## config.mk

```make
export PLATFORM = sky130hd
export DESIGN_NAME = rsh_mul
export DESIGN_NICKNAME = d
export VERILOG_FILES = /design/src/design/rsh_mul.sv
export SDC_FILE = /design/constraint.sdc
export NUM_CORES = 1
export LEC_CHECK = 0
export ABC_AREA = 1
export BUFFER_PORTS_ARGS = -buffer_cell sky130_fd_sc_hd__buf_2
export CORE_MARGIN = 2
export CORE_UTILIZATION = 65
export CTS_CLUSTER_DIAMETER = 200
export CTS_CLUSTER_SIZE = 14
export DETAILED_ROUTE_END_ITERATION = 7
export HOLD_SLACK_MARGIN = 0.02
export PLACE_DENSITY_LB_ADDON = 0.12
export SLEW_MARGIN = 25
export SYNTH_ARGS = -nofsm -noshare
export SYNTH_HDL_FRONTEND = slang
export SYNTH_SLANG_ARGS = --single-unit
```

## constraint.sdc

```tcl
create_clock -name clk_i -period 9.8 [get_ports clk_i]
set_input_delay 1.96 -clock clk_i [delete_from_list [all_inputs] [get_ports clk_i]]
set_output_delay 1.96 -clock clk_i [all_outputs]
set_load 0.02 [all_outputs]
```

## src/design/rsh_mul.sv

```systemverilog
// Two-stage signed multiplier, B operand split into slices.
`timescale 1ns / 1ps

module rsh_mul #(
  parameter int AW = 20,
  parameter int BW = 20,
  parameter int CW = 24
) (
  input  logic                    clk_i,
  input  logic                    en_i,
  input  logic signed [AW-1:0]    a_i,
  input  logic signed [BW-1:0]    b_i,
  output logic signed [AW+BW-1:0] p_o
);

  localparam int NCH = (BW + CW - 1) / CW;
  localparam int PPW = AW + CW + 1;
  localparam int SUMW = AW + NCH * CW + 1;

  logic signed [NCH*CW-1:0] bx;
  logic signed [PPW-1:0]    pp_d [NCH];
  logic signed [PPW-1:0]    pp_q [NCH];
  logic signed [SUMW-1:0]   acc;
  logic signed [AW+BW-1:0]  p_q;

  assign bx = (NCH*CW)'(b_i);

  // partial products: low slices unsigned, top slice signed
  always_comb begin
    for (int j = 0; j < NCH; j++) begin
      if (j == NCH - 1) begin
        pp_d[j] = PPW'(a_i * $signed(bx[j*CW +: CW]));
      end else begin
        pp_d[j] = PPW'(a_i * $signed({1'b0, bx[j*CW +: CW]}));
      end
    end
  end

  // recombine slices
  always_comb begin
    acc = '0;
    for (int j = 0; j < NCH; j++) begin
      acc = acc + (SUMW'(pp_q[j]) <<< (j * CW));
    end
  end

  always_ff @(posedge clk_i) begin
    if (en_i) begin
      pp_q <= pp_d;
      p_q  <= acc[AW+BW-1:0];
    end
  end

  assign p_o = p_q;

endmodule

```

==> metrics.txt, run 1 <==
run status=completed; total global-route track usage=0.306; total negative slack=0 ns; Hold Violations, Final=0; Post-synth EDFFs=80; final cycle utilization of the critical path=0.848; worst skew pair latency=0.34 ns; Hold Path Depth=0; CP Max Fanout=20; Hold WC Path Type=reg -> reg; TritonCTS clock tree=yes; Die W=175 um; Post-CTS Setup Inserts=0; Worst Max-Slew Pin Slew=between 0.9 and 1 ns; post-synthesis cell count=2293; CTS buffer count=9; Buf/Inv on CP=7; CP Class=in -> reg; Crit-path slowest cell=fa_1; core area=28800 sq um; Seq/Total Area, Yosys=0.126; largest area contributor in the netlist=fa_1; vias in the first global route=15200; Synth Area per Inst=8.29 sq um; Slew HR=0.343; share of the synthesized area in the top cell type=0.442; Reg clk slew, reported paths=0.07 ns; top cells by area, synth=fa_1, inv_1, edfxtp_1, nand2_1, ha_1; Synth cell types=35; Post-DP HPWL=37000 um; Crit. End Element=flop; Buffers on Ports=81; Cell Chain, Critical Path=buf_2, nand2_1, fa_1, inv_1, fa_1, inv_1, fa_1, inv_1, fa_1, fa_1, inv_1, fa_1, fa_1, inv_1, ha_1, inv_1, nor3_1, nand2_1, nor2_1, nand3_1, nand4_1, nand2_1; final setup fails=0; Residual DRC=0; die area=30600 sq um; Worst Skew=0.0114 ns; Clock Tree Buf Depth=2; Net Count, Synth=2862; CTS Sinks=80; antenna violations before repair=0; WP data required=9.91 ns; Post-CTS Hold Buffers=0; initial drt markers=just over 900; Top delay family on crit path=adder cells; Antenna Violating Nets Remaining=0; DR vias=around 14000; most common cell in the netlist=inv_1; nets@finish=2875; total of cells resized after clock tree synthesis=0; Seq cells post-synth=80; # diodes=0; DR pass1 iterations=7; r2r worst-path depth=0; WL/cell=between 15 and 20 um; CP peak stage delay=roughly 0.8 ns; min Tclk post-route=8.31 ns; crit start category=primary input; Post-synth top cells=inv_1, nand2_1, fa_1, ha_1; largest net degree at the start of global routing=81; GP Congestion=0.933; f_max=120 MHz; io pins=82; clk root buf=clkbuf_16; max-slew violations=0; Rows=62; final WL=approximately 43000 um; Area Overhead vs Synth=4.89%; maxcap violations=0; Crit. path cell count=22; share of synthesized registers carrying an async set or reset=0; Crit path top cell by count=fa_1; H-tree depth=3; Crit path arrival time=roughly 8.4 ns; Ys Warns=0; total grt overflow=0; prevailing post-synth register cell=edfxtp_1; mapped cell area=19000 sq um; DIE HEIGHT=175 um; first-pass GRT wire length=73600 um; RSZ-0062 raised after global routing=false; Starting Density=0.661; share of cells above drive strength 1=0.0688; Vias/cell=5.19
[stage by stage]
stage                     hold WS [ns]  utilization  instance area [sq um]  instances  setup WS (ns)
after floorplan                  0.400            -                  19000       2293           1.80
after global placement           0.401        0.682                  19600       2679           1.33
after detailed placement         0.405        0.682                  19600       2679           1.12
after global routing             0.428        0.693                  19900       2695           1.06
final                            0.412        0.693                  19900       2695           1.49
after CTS                        0.414        0.693                  19900       2695           1.49
[final cells by class]
class	instances	area (sq um)
sequential	80	2400
tap	384	480
clock buffer	9	225
clock inverter	7	109
fill	2335	8830
multi-input combinational	1383	13500
inverter	750	2820
timing repair buffer	82	415
[sequential cells by signal, summed over array words and instances (netlist names)]
name,cells
p_o,40
pp_q,40
[cells by family (layout without fill, tap and decap cells)]
group                    count (synthesis)  count (layout)  synth area share
buffers and inverters                  830             848             0.164
AND/OR/NAND/NOR                        782             782             0.171
adder cells (fa/ha/maj)                527             527             0.512
flip-flops                              80              80             0.126
AO/OA/AOI/OAI                           49              49            0.0146
XOR/XNOR                                25              25            0.0115
[per-layer routing]
layer,vias to the layer above,global-route usage,part of all wire
met5,-,0,0
met1,6972,0.391,0.39
met4,0,0.0993,0.031
li1,6423,-,-
met3,111,0.0403,0.062
met2,480,0.545,0.51
[cells in the final DEF (no fill, tap or decap), drive strengths merged]
| cell | count |
|---|---|
| o21a | 1 |
| o21ai | 9 |
| xnor2 | 1 |
| xor2 | 24 |
| nor3 | 10 |
| clkbuf | 9 |
| or2 | 7 |
| nand3b | 4 |
| ha | 107 |
| bufinv | 2 |
| nand2 | 624 |
| buf | 82 |
| a21o | 2 |
| fa | 420 |
| o21bai | 7 |
| clkinv | 2 |
| nor3b | 1 |
| nand4 | 9 |
| nand3 | 46 |
| inv | 753 |
| and2 | 3 |
| edfxtp | 80 |
| nor2 | 78 |
| a21oi | 30 |
[worst paths after layout]
kind,from,to,slack (ns)
worst min register to register,pp_q[19],p_o[19],0.41
worst max-delay path,b_i[2],pp_q[38],1.49
worst min-delay path,pp_q[19],p_o[19],0.41
worst max register to register,pp_q[36],p_o[36],9.10
Power of run 1 is not shown: default switching activity piles up to over one toggle a cycle in this logic, so the estimate is an artifact.
==> run 2, diff against run 1 <==
clock period = 8.5 ns   (was 9.8 ns; I/O delays follow)
==> run 2 against run 1 <==
Clock-buffer cell count unchanged; hold slack better by 0.0062 ns; first-iteration DRC count up 5.9%; largest cell class unchanged; wire length up 3.4%; sequential share of layout area about the same; critical path type unchanged; register-to-register slack worse by 1.3 ns.
==> metrics.txt, run 2 (synthesis gave the netlist of run 1 again) <==
run status=completed; fillers=2354 (+0.81%); final setup margin=0.643 ns (-0.851 ns); H-tree depth=3 (unchanged); Crit path arrival time=7.95 ns (-0.46 ns); initial drt markers=968 (+5.9%); Area Overhead vs Synth=5.16%; total grt overflow=0 (unchanged); vias in the first global route=15500 (+2.1%); final setup fails=0 (unchanged); Crit. End Element=flop; multi-input logic area=13500 sq um (about the same); total negative slack=0 ns (unchanged); clk root buf=clkbuf_16; reg-to-reg startpoint=pp_q[30]; total of cells resized after clock tree synthesis=0 (unchanged); # diodes=0 (unchanged); TritonCTS clock tree=yes; total global-route track usage=0.320 (+0.0139); GP Congestion=0.905 (-3.0%); Residual DRC=0 (unchanged); CP Max Fanout=20 (unchanged); share of cells above drive strength 1=0.0720 (+0.00324); Reg clk slew, reported paths=0.06 ns (about the same); final WL=44600 um (+3.4%); DR vias=13900 (-0.26%); die area=30600 sq um (unchanged); max-slew violations=0 (unchanged); DR pass1 iterations=5 (-2); most common cell after layout, fill and taps aside=inv_1; CTS Sinks=80 (unchanged); nets@finish=2882 (+0.24%); Hold Crit Start=pp_q[21]; Clock Tree Buf Depth=2 (unchanged); Starting Density=0.661 (unchanged); Post-CTS Hold Buffers=0 (unchanged); f_max=about 130 MHz; Worst Skew=0.00744 ns (-0.00397 ns); antenna violations before repair=0 (unchanged); RSZ-0062 raised after global routing=false; Post-CTS Setup Inserts=0 (unchanged); crit start category=primary input; Rows=62 (unchanged); WL/cell=16.5 um (+3.1%); Slew HR=0.337 (-0.00614); worst skew pair latency=0.34 ns (about the same); largest net degree at the start of global routing=81 (unchanged); min Tclk post-route=7.86 ns; maxcap violations=0 (unchanged); CTS buffer count=9 (unchanged); final cycle utilization of the critical path=0.924; Post-DP HPWL=38000 um (+2.8%); most frequent cells in the layout=inv_1, nand2_1, fa_1; DIE HEIGHT=175 um (unchanged); CP Class=in -> reg; worst slack at placement=0.210 ns (-0.908 ns); Buffers on Ports=81 (unchanged); io pins=82 (unchanged); core area=28800 sq um (unchanged); Hold Violations, Final=0 (unchanged); sequential cell area=2400 sq um (unchanged); Vias/cell=5.16 (-0.52%); Antenna Violating Nets Remaining=0 (unchanged); WP data required=8.59 ns (-1.32 ns); Hold WC Path Type=reg -> reg; first-pass GRT wire length=76500 um (+4.0%); critical path launch point=b_i[2]; Die W=175 um (unchanged); Worst Max-Slew Pin Slew=0.994 ns (+0.00921 ns)
[run 2: changes by cell type in the layout (fill, tap and decap cells not counted), sizes merged]
cell | before | now
buf | 82 | 89
clkinv | 2 | 1
inv | 753 | 754
[run 2: critical path, stage by stage]
cell and delay [ns]:
buf_2 0.35, nand2_1 0.22, fa_1 0.68, inv_1 0.13, fa_1 0.54, inv_1 0.07, fa_2 0.70, inv_1 0.17
fa_1 0.49, fa_1 0.55, inv_1 0.05, fa_1 0.45, fa_1 0.51, inv_1 0.04, ha_1 0.37, inv_1 0.09
nor3_1 0.26, nand2_1 0.12, nor2_1 0.15, nand3_1 0.12, nand4_1 0.11, nand2_1 0.06
[run 2: path summary, 6_finish.rpt]
kind,end,slack [ns],depth (start not counted)
setup / recovery,pp_q[38],0.64,22
hold / removal,p_o[21],0.42,0
setup reg to reg,p_o[30],7.79,0
hold reg to reg,p_o[21],0.42,0
[run 2: area by class of cell]
type	instances	share of cell area
clock inverter	7	0.00532
multi-input combinational	1383	0.675
clock buffer	9	0.0113
inverter	750	0.141
tap	384	0.0240
sequential	80	0.120
timing repair buffer	89	0.0234
[run 2: routing by layer]
layer  share of wire  vias to the layer above  wire, um  global-route usage
met5               0                        -         0                   0
met4           0.034                        0      1530               0.106
met3           0.067                      124      2990              0.0492
met2            0.52                      534     23100               0.571
met1            0.38                     6852     17100               0.401
li1                -                     6439         -                   -
[run 2: through the flow]
stage	cell area, sq um	util	cells	hold WS, ns
global placement	19700	0.683	2686	0.401
detailed placement	19700	0.683	2686	0.405
finish	20000	0.695	2702	0.419
CTS	20000	0.695	2702	0.420
global route	20000	0.695	2702	0.428
floorplan	19000	-	2293	0.400
Power of run 2 is left out for the same reason.
