$ cat src/design/rsh_delay.sv
// Enable-gated register delay line.
`timescale 1ns / 1ps

module rsh_delay #(
  parameter int W = 8,
  parameter int D = 2
) (
  input  logic         clk_i,
  input  logic         rst_ni,
  input  logic         en_i,
  input  logic [W-1:0] d_i,
  output logic [W-1:0] q_o
);

  logic [W-1:0] stage_q [D];

  // shift on every enabled cycle
  always_ff @(posedge clk_i or negedge rst_ni) begin
    if (!rst_ni) begin
      for (int i = 0; i < D; i++) stage_q[i] <= '0;
    end else if (en_i) begin
      stage_q[0] <= d_i;
      for (int i = 1; i < D; i++) stage_q[i] <= stage_q[i-1];
    end
  end

  assign q_o = stage_q[D-1];

endmodule

$ cat config.mk
export PLATFORM = sky130hd
export DESIGN_NAME = rsh_delay
export DESIGN_NICKNAME = d
export VERILOG_FILES = /design/src/design/rsh_delay.sv
export SDC_FILE = /design/constraint.sdc
export NUM_CORES = 1
export LEC_CHECK = 0
export BUFFER_PORTS_ARGS = -buffer_cell sky130_fd_sc_hd__buf_2
export CORE_MARGIN = 1.5
export CORE_UTILIZATION = 45
export DETAILED_ROUTE_END_ITERATION = 12
export PLACE_DENSITY = 0.82
export SYNTH_ARGS = -nofsm -noshare
export SYNTH_HDL_FRONTEND = slang
export SYNTH_SLANG_ARGS = --single-unit
export TNS_END_PERCENT = 5
$ cat constraint.sdc
create_clock -name clk_i -period 0.9 [get_ports clk_i]
set_clock_uncertainty 0.1 [all_clocks]
set_input_delay 0.135 -clock clk_i [delete_from_list [all_inputs] [get_ports clk_i]]
set_output_delay 0.135 -clock clk_i [all_outputs]
set_load 0.03 [all_outputs]
==> results of run 1 <==
[per-stage QoR]
stage	hold slack [ns]	setup TNS, ns	cell area [um^2]
3_3_place_gp	-0.0418	-0.530	756
3_5_place_dp	-0.0342	-0.704	756
6_report	-0.0220	-1.35	860
2_1_floorplan	-0.261	0	709
4_1_cts	-0.0278	-1.46	856
5_1_grt	-0.0322	-1.72	860
[flip-flops by register name, indices dropped and copies added (netlist names)]
signal and cells:
stage_q 8, q_o 8
[worst max path at each step]
stage / start / end / slack [ns] / depth (start not counted)
2_1_floorplan: en_i / q_o[0] / 0.003 / 3
5_1_grt: q_o[2] / q_o[2] / -0.22 / 1
6_report: q_o[2] / q_o[2] / -0.18 / 1
4_1_cts: q_o[2] / q_o[2] / -0.19 / 1
3_3_place_gp: en_i / stage_q[14] / -0.05 / 3
3_5_place_dp: en_i / stage_q[8] / -0.07 / 3
[synth_stat cells]
| cell type | instances |
|---|---|
| mux2_4 | 10 |
| mux2_2 | 6 |
| buf_6 | 1 |
| buf_4 | 8 |
| dfrtp_1 | 16 |
| buf_12 | 1 |
[routing by layer]
layer	part of all wire	vias up	wire, um
met5	0	-	0
met4	0.031	0	30
met3	0.043	4	42
met2	0.52	12	506
met1	0.41	177	399
li1	-	166	-
[cell families (layout without fill, tap and decap cells)]
kind of cell           after synthesis  count (layout)  synth area share
DFF                                 16              16             0.564
muxes                               16              16             0.307
buffers and inverters               10              26             0.129
[repair_timing]
action                     4_1_cts  5_1_grt
setup endpoints to repair        8       12
setup buffers                    1        0
hold endpoints to repair        24        8
gates resized for setup         15        1
[final cells by class]
cell class              count  area [um^2]  share of cell area
well taps                  16         20.0              0.0233
flip-flops and latches     16          400               0.466
clock buffers               4         36.3              0.0422
multi-input cells          16          218               0.253
repair buffers             22          185               0.215
[power groups by stage]
stage          Sequential (mW)  Combinational (mW)  Clock (mW)
5_1_grt                  0.880               0.461       0.510
4_1_cts                  0.867               0.440       0.476
2_1_floorplan            0.856               0.346           0
3_5_place_dp             0.870               0.365           0
3_3_place_gp             0.866               0.357           0
6_report                 0.867               0.437       0.461
[cell usage in the layout, fill, tap and decap left out]
cell type	n
buf_6	8
dlygate4sd3_1	1
buf_12	1
clkbuf_4	3
buf_2	10
dfrtp_1	16
mux2_4	10
mux2_2	6
clkbuf_8	1
buf_4	2
==> qor.csv, run 1 <==
stage;metric;value;unit
die;area of the core;1490;um^2
worst_setup_path;Worst path max stage delay;0.41;ns
final_layout;layout cells sized above 1;0.707;
timing;fin crit share;1.20;
timing;Setup WS post-layout;-0.176;ns
timing;RSZ-0062 raised after global routing;true;
cts;Longest Clk Path Bufs;2;
global_routing;met3 Usage GRT;0.0298;
die;row count;14;
worst_setup_path;FF-to-FF End;q_o[4];
worst_setup_path;Worst Path Buf+Inv;1;
final_layout;Antenna diodes;0;
timing;Final Critical Period;1.08;ns
yosys;area leader, netlist;dfrtp_1;
cts;Clock Sink Count;16;
drt;initial DRC count;2;
worst_setup_path;critical-path maximum fanout;2;
yosys;number of synthesized register bits;16;
yosys;Yosys cell types;6;
die;die height;42.7;um
drt;antenna viol nets, final;0;
cts;Skew-Pair Late Insertion Delay;0.28;ns
pwr;Power Internal;1.30;mW
final_layout;area grow syn2layout;21.2;%
yosys;Avg Cell Area, Syn;16.9;um^2
placed_design;RePlAce Congestion;0.591;
timing;max-slew violations;0;
worst_setup_path;critical path launch point type;flip-flop;
timing;endpoints failing hold;8;
worst_setup_path;critical path required time;0.66;ns
global_routing;GR Util met2;0.203;
placed_design;PortBufs;18;
worst_setup_path;r2r worst-path depth;2;
cts;root buf cell;clkbuf_4;
die;IO Pins;19;
global_routing;All-Layer GR Usage;0.139;
pwr;Switch Pwr;463;uW
drt;routed len/inst;13.2;um
worst_setup_path;Crit Path Category;flip-flop to primary output;
global_routing;number of global-route vias before repair;388;
pwr;Sequential Power Share;0.491;
worst_setup_path;worst path cell trace;buf_6;
pwr;LEAKAGE;0.425;nW
pwr;Pwr Total;1.76;mW
global_routing;GR Overflow Total;0;
job;Max-Cap Viols;0;
final_layout;fin cells;74;
timing;Final setup violation count;9;
cts;hold_buf cts;1;
timing;relative slew slack;0.768;
yosys;Syn Inst Count;42;
die;full die area;1820;um^2
worst_setup_path;Slowest cell on crit path;dfrtp_1;
cts;Reg clk slew, reported paths;0.09;ns
min_path;worst hold path type;input pin to flip-flop;
placed_design;dpl ws;-0.0689;ns
worst_setup_path;origin of the critical flop-to-flop path;q_o[4];
min_path;Hold Path End;stage_q[11];
pwr;Logic pwr share;0.248;
yosys;mapped cell area;709;um^2
yosys;post-synth top area share;0.564;
worst_setup_path;crit-path leading delay family;flip-flops;
timing;achievable frequency;929;MHz
worst_setup_path;r2r setup slk;-0.09;ns
final_layout;final core utilization;0.577;
placed_design;placed cells;68;
global_routing;gr busiest metal;met2;
status;failing checks;negative hold slack, negative setup slack;
timing;Worst-Margin Slew;0.349;ns
cts;CTS HTree Levels;1;
drt;routed via count;359;
pwr;power share of the clock group;0.261;
min_path;hold path depth;2;
yosys;yosys warns;0;
final_layout;Layout Nets;70;
global_routing;grt met1 use;0.166;
drt;WL final;979;um
min_path;worst hold start;d_i[3];
worst_setup_path;WP data arrival;0.84;ns
drt;first-pass detailed-route iteration total;2;
placed_design;HPWL Detailed;741;um
pwr;sw frac;0.263;
timing;Hold WS;-0.0220;ns
die;starting density of the core;0.476;
status;status;finished with violations;
drt;drt via density;4.85;
drt;# DRC;0;
yosys;Net Count, Synth;53;
yosys;synth top area cells;dfrtp_1, mux2_4, mux2_2;
cts;CTS tree;yes;
yosys;sequential area share after synthesis;0.564;
final_layout;FILL cells;116;
global_routing;largest net degree at the start of global routing;17;
die;Die Wd;42.7;um
global_routing;initial antenna violation count;0;
worst_setup_path;Critical Path Sink Type;primary output;
cts;total CTS buffers;3;
pwr;PD cells;2050;nW/um^2
global_routing;first-pass GRT wire length;1.72;mm
pwr;maximum VDD drop;1.29;mV
(Power assumes the default switching activity.)
==> run 2, diff against run 1 <==
--- a/config.mk
+++ b/config.mk
@@ -5,11 +5,14 @@
 export SDC_FILE = /design/constraint.sdc
 export NUM_CORES = 1
 export LEC_CHECK = 0
+export ABC_CLOCK_PERIOD_IN_PS = 900
 export BUFFER_PORTS_ARGS = -buffer_cell sky130_fd_sc_hd__buf_2
 export CORE_MARGIN = 1.5
 export CORE_UTILIZATION = 45
 export DETAILED_ROUTE_END_ITERATION = 12
 export PLACE_DENSITY = 0.82
+export RECOVER_POWER = 25
+export SLEW_MARGIN = 25
 export SYNTH_ARGS = -nofsm -noshare
 export SYNTH_HDL_FRONTEND = slang
 export SYNTH_SLANG_ARGS = --single-unit
==> run 2 against run 1 <==
Effect of this change:
- non-clock buffer count unchanged
- highest routed layer unchanged
- die area unchanged
- count of clock-buffer cells in the layout is the same
- the flow still finishes with violations (negative hold slack, negative setup slack)
- utilization is the same
==> qor.csv, run 2 (same netlist as run 1, synthesis figures left out) <==
stage;metric;value;unit
worst_setup_path;Worst path max stage delay;0.41;ns
placed_design;PortBufs;18;
status;status;finished with violations;
global_routing;All-Layer GR Usage;0.139;
timing;endpoints failing hold;8;
cts;CTS HTree Levels;1;
global_routing;GR Overflow Total;0;
final_layout;commonest non-fill, non-tap cell in the layout;dfrtp_1;
final_layout;Antenna diodes;0;
timing;Final setup violation count;9;
final_layout;final core utilization;0.577;
drt;drt via density;4.80;
drt;# DRC;0;
die;row count;14;
final_layout;commonest non-fill, non-tap cells in the layout;dfrtp_1, mux2_4, buf_2, buf_6, mux2_2;
worst_setup_path;critical path launch point type;flip-flop;
timing;relative slew slack;0.737;
cts;Longest Clk Path Bufs;2;
final_layout;FILL cells;116;
placed_design;dpl ws;-0.0689;ns
placed_design;HPWL Detailed;741;um
final_layout;area grow syn2layout;21.2;%
drt;WL final;985;um
die;die height;42.7;um
timing;Worst-Margin Slew;0.395;ns
drt;routed len/inst;13.3;um
worst_setup_path;crit-path leading delay family;flip-flops;
worst_setup_path;worst path cell trace;buf_6;
placed_design;DP Area;756;um^2
timing;RSZ-0062 raised after global routing;true;
status;failing checks;negative hold slack, negative setup slack;
timing;fin crit share;1.20;
global_routing;largest net degree at the start of global routing;17;
timing;achievable frequency;928;MHz
die;area of the core;1490;um^2
timing;Setup WS post-layout;-0.177;ns
global_routing;number of global-route vias before repair;388;
timing;setup TNS;-1.36;ns
worst_setup_path;Crit Path Category;flip-flop to primary output;
timing;Final Critical Period;1.08;ns
final_layout;layout cells sized above 1;0.707;
placed_design;RePlAce Congestion;0.591;
pwr;PD cells;2060;nW/um^2
cts;hold_buf cts;1;
die;IO Pins;19;
placed_design;placed cells;68;
cts;root buf cell;clkbuf_4;
final_layout;Layout Nets;70;
drt;routed via count;355;
global_routing;initial antenna violation count;0;
worst_setup_path;critical-path maximum fanout;2;
worst_setup_path;critical path required time;0.66;ns
pwr;maximum VDD drop;1.29;mV
die;starting density of the core;0.476;
worst_setup_path;Slowest cell on crit path;dfrtp_1;
cts;CTS tree;yes;
worst_setup_path;Critical Path Sink Type;primary output;
cts;Skew-Pair Late Insertion Delay;0.28;ns
final_layout;post-route cell area;860;um^2
worst_setup_path;Worst Path Buf+Inv;1;
timing;Hold WS;-0.0218;ns
final_layout;fin cells;74;
cts;Reg clk slew, reported paths;0.09;ns
worst_setup_path;WP data arrival;0.84;ns
die;full die area;1820;um^2
cts;total CTS buffers;3;
cts;Clock Sink Count;16;
min_path;worst hold path type;input pin to flip-flop;
pwr;LEAKAGE;0.425;nW
drt;antenna viol nets, final;0;
die;Die Wd;42.7;um
job;Max-Cap Viols;0;
pwr;Pwr Total;1.77;mW
global_routing;first-pass GRT wire length;1.72;mm
timing;max-slew violations;0;
drt;initial DRC count;2;
drt;first-pass detailed-route iteration total;2;
run 2: final timing paths:
| check | startpoint | end | slack, ns | cells after the start |
|---|---|---|---|---|
| max | q_o[2] | q_o[2] | -0.18 | 1 |
| min | d_i[3] | stage_q[11] | -0.02 | 2 |
| max reg2reg | q_o[4] | q_o[4] | -0.09 | 2 |
| min reg2reg | stage_q[9] | q_o[1] | 0.41 | 1 |
| max in group asynchronous | rst_ni | q_o[5] | 0.22 | 2 |
| min in group asynchronous | rst_ni | stage_q[15] | 0.20 | 2 |
run 2: area by class of cell:
cell class                      count  area [um^2]  area share
Sequential cell                    16          400       0.466
Multi-Input combinational cell     16          218       0.253
Tap cell                           16         20.0      0.0233
Clock buffer                        4         36.3      0.0422
Timing Repair Buffer               22          185       0.215
run 2: routing by layer:
metal,share of wire,wire length [um],GRT usage,vias to the layer above
met5,0,0,0,-
met4,0.030,30,0.131,0
met2,0.51,499,0.203,12
met3,0.043,42,0.0298,4
li1,-,-,-,165
met1,0.42,413,0.166,174
run 2: report_power, final:
| group | switching (mW) | leakage [nW] | total (mW) | internal [mW] |
|---|---|---|---|---|
| logic | 0.190 | 0.217 | 0.437 | 0.247 |
| registers | 0.0582 | 0.187 | 0.867 | 0.808 |
| clock network | 0.217 | 0.0210 | 0.463 | 0.246 |
| total | 0.465 | 0.425 | 1.77 | 1.30 |
run 2: what timing repair did:
action / CTS / global route
setup buffers: 1 / 0
resized for setup: 15 / 1
hold endpoints to repair: 24 / 8
endpoints found under the setup margin: 8 / 12
==> run 3, diff against run 2 <==
--- a/config.mk
+++ b/config.mk
@@ -9,9 +9,11 @@
 export BUFFER_PORTS_ARGS = -buffer_cell sky130_fd_sc_hd__buf_2
 export CORE_MARGIN = 1.5
 export CORE_UTILIZATION = 45
+export CTS_BUF_LIST = sky130_fd_sc_hd__clkbuf_16
 export DETAILED_ROUTE_END_ITERATION = 12
 export PLACE_DENSITY = 0.82
 export RECOVER_POWER = 25
+export REMOVE_ABC_BUFFERS = 1
 export SLEW_MARGIN = 25
 export SYNTH_ARGS = -nofsm -noshare
 export SYNTH_HDL_FRONTEND = slang
==> run 3 against run 2 <==
Effect of this change:
- the flow finishes with violations (negative setup slack)
- non-clock buffer count is 1 lower
- die area is the same
- register-to-register slack is essentially flat
- sequential cell count did not move
- count of clock-buffer cells in the layout fell by 1
- sequential share of layout area decreased by 1.8 points
- final cell count decreased by 1.4%
==> qor.csv, run 3 (same netlist as run 1, synthesis figures left out) <==
stage;metric;value;unit
status;status;finished with violations;
status;failing checks;negative setup slack;
drt;DR top layer;met4;
placed_design;PortBufs;18;
final_layout;Antenna diodes;0;
drt;met1 wire length;441;um
worst_setup_path;critical path required time;0.66;ns
drt;routed via count;352;
timing;Final setup violation count;9;
timing;Setup WS post-layout;-0.116;ns
cts;Reg clk slew, reported paths;0.05;ns
final_layout;area grow syn2layout;26.1;%
pwr;LEAKAGE;0.438;nW
pwr;maximum VDD drop;1.28;mV
pwr;Pwr Total;2.15;mW
placed_design;RePlAce Congestion;0.658;
timing;fin crit share;1.13;
pwr;Switch Pwr;507;uW
pwr;PD cells;2400;nW/um^2
worst_setup_path;crit-path leading delay family;flip-flops;
worst_setup_path;Worst Path Buf+Inv;1;
cts;CTS HTree Levels;1;
worst_setup_path;critical path launch point type;flip-flop;
cts;Clock Sink Count;16;
final_layout;Layout Nets;69;
drt;wire length on met3;41;um
drt;first-pass detailed-route iteration total;1;
timing;Worst-Margin Slew;0.387;ns
timing;max-slew violations;0;
timing;Final Critical Period;1.02;ns
global_routing;initial antenna violation count;0;
cts;CTS tree;yes;
worst_setup_path;Critical Path Sink Type;primary output;
cts;Longest Clk Path Bufs;2;
die;IO Pins;19;
drt;drt via density;4.82;
cts;Skew-Pair Late Insertion Delay;0.24;ns
timing;endpoints failing hold;0;
timing;RSZ-0062 raised after global routing;true;
drt;antenna viol nets, final;0;
worst_setup_path;Slowest cell on crit path;dfrtp_1;
min_path;worst hold path type;input pin to flip-flop;
timing;setup TNS;-0.944;ns
final_layout;commonest non-fill, non-tap cell in the layout;dfrtp_1;
pwr;Power Internal;1.64;mW
pwr;Logic pwr share;0.202;
pwr;power share of the clock group;0.392;
die;die height;42.7;um
global_routing;All-Layer GR Usage;0.136;
drt;met2 wire length;498;um
global_routing;largest net degree at the start of global routing;17;
die;starting density of the core;0.476;
global_routing;GR Overflow Total;0;
worst_setup_path;worst path cell trace;buf_6;
worst_setup_path;WP data arrival;0.78;ns
timing;relative slew slack;0.742;
final_layout;FILL cells;102;
global_routing;first-pass GRT wire length;1.73;mm
worst_setup_path;critical-path maximum fanout;2;
worst_setup_path;Crit Path Category;flip-flop to primary output;
drt;routed len/inst;13.6;um
final_layout;commonest non-fill, non-tap cells in the layout;dfrtp_1, mux2_4, buf_2, buf_6, mux2_2;
die;area of the core;1490;um^2
worst_setup_path;Worst path max stage delay;0.39;ns
die;row count;14;
drt;initial DRC count;0;
die;Die Wd;42.7;um
drt;WL final;990;um
cts;total CTS buffers;3;
cts;root buf cell;clkbuf_16;
final_layout;layout cells sized above 1;0.684;
worst_setup_path;r2r setup slk;-0.10;ns
pwr;Sequential Power Share;0.405;
drt;# DRC;0;
job;Max-Cap Viols;0;
placed_design;dpl ws;-0.0705;ns
die;full die area;1820;um^2
pwr;sw frac;0.236;
timing;achievable frequency;984;MHz
global_routing;number of global-route vias before repair;409;
-- run 3: worst paths after layout --
check,startpoint,cells past startpoint,endpoint
max,q_o[0],1,q_o[0]
min,d_i[3],2,stage_q[11]
max reg2reg,q_o[4],2,q_o[4]
min reg2reg,stage_q[9],1,q_o[1]
max in group asynchronous,rst_ni,2,stage_q[8]
min in group asynchronous,rst_ni,2,stage_q[10]
-- run 3: power by group through the flow --
stage	clock [mW]	sequential (mW)	combinational (mW)
after global placement	0	0.867	0.355
final	0.844	0.872	0.435
after floorplan	0	0.971	0.125
after detailed placement	0	0.872	0.362
after global routing	0.900	0.884	0.460
after CTS	0.860	0.874	0.441
-- run 3: what timing repair did --
action                                  4_1_cts  5_1_grt
setup buffers                                 1        0
endpoints found under the setup margin        8       10
hold endpoints to repair                     16        0
resized for setup                            16        0
hold buffers                                  1        0
-- run 3: layer usage --
layer,track usage,up-vias
li1,-,165
met2,0.209,9
met5,0,-
met3,0.0426,2
met4,0.0938,0
met1,0.159,176
-- run 3: final cells by class --
cell class | count | area [um^2] | area share
sequential | 16 | 400 | 0.448
multi-input combinational | 16 | 218 | 0.243
timing repair buffer | 21 | 178 | 0.199
clock buffer | 3 | 75.1 | 0.0839
tap | 16 | 20.0 | 0.0224
clock inverter | 1 | 3.75 | 0.00420
-- run 3: through the flow --
stage                     hold WS [ns]  area, um^2  cells  utilization
after floorplan                 -0.261         618     32            -
after global placement         -0.0417         748     67        0.503
after detailed placement       -0.0383         748     67        0.503
after CTS                       0.0200         895     73        0.601
after global routing            0.0145         895     73        0.601
final                           0.0231         895     73        0.601
-- run 3: worst register-to-register path: stages, from the launching register on --
cell and delay, ns:
dfrtp_1 0.38, buf_4 0.14, mux2_4 0.26
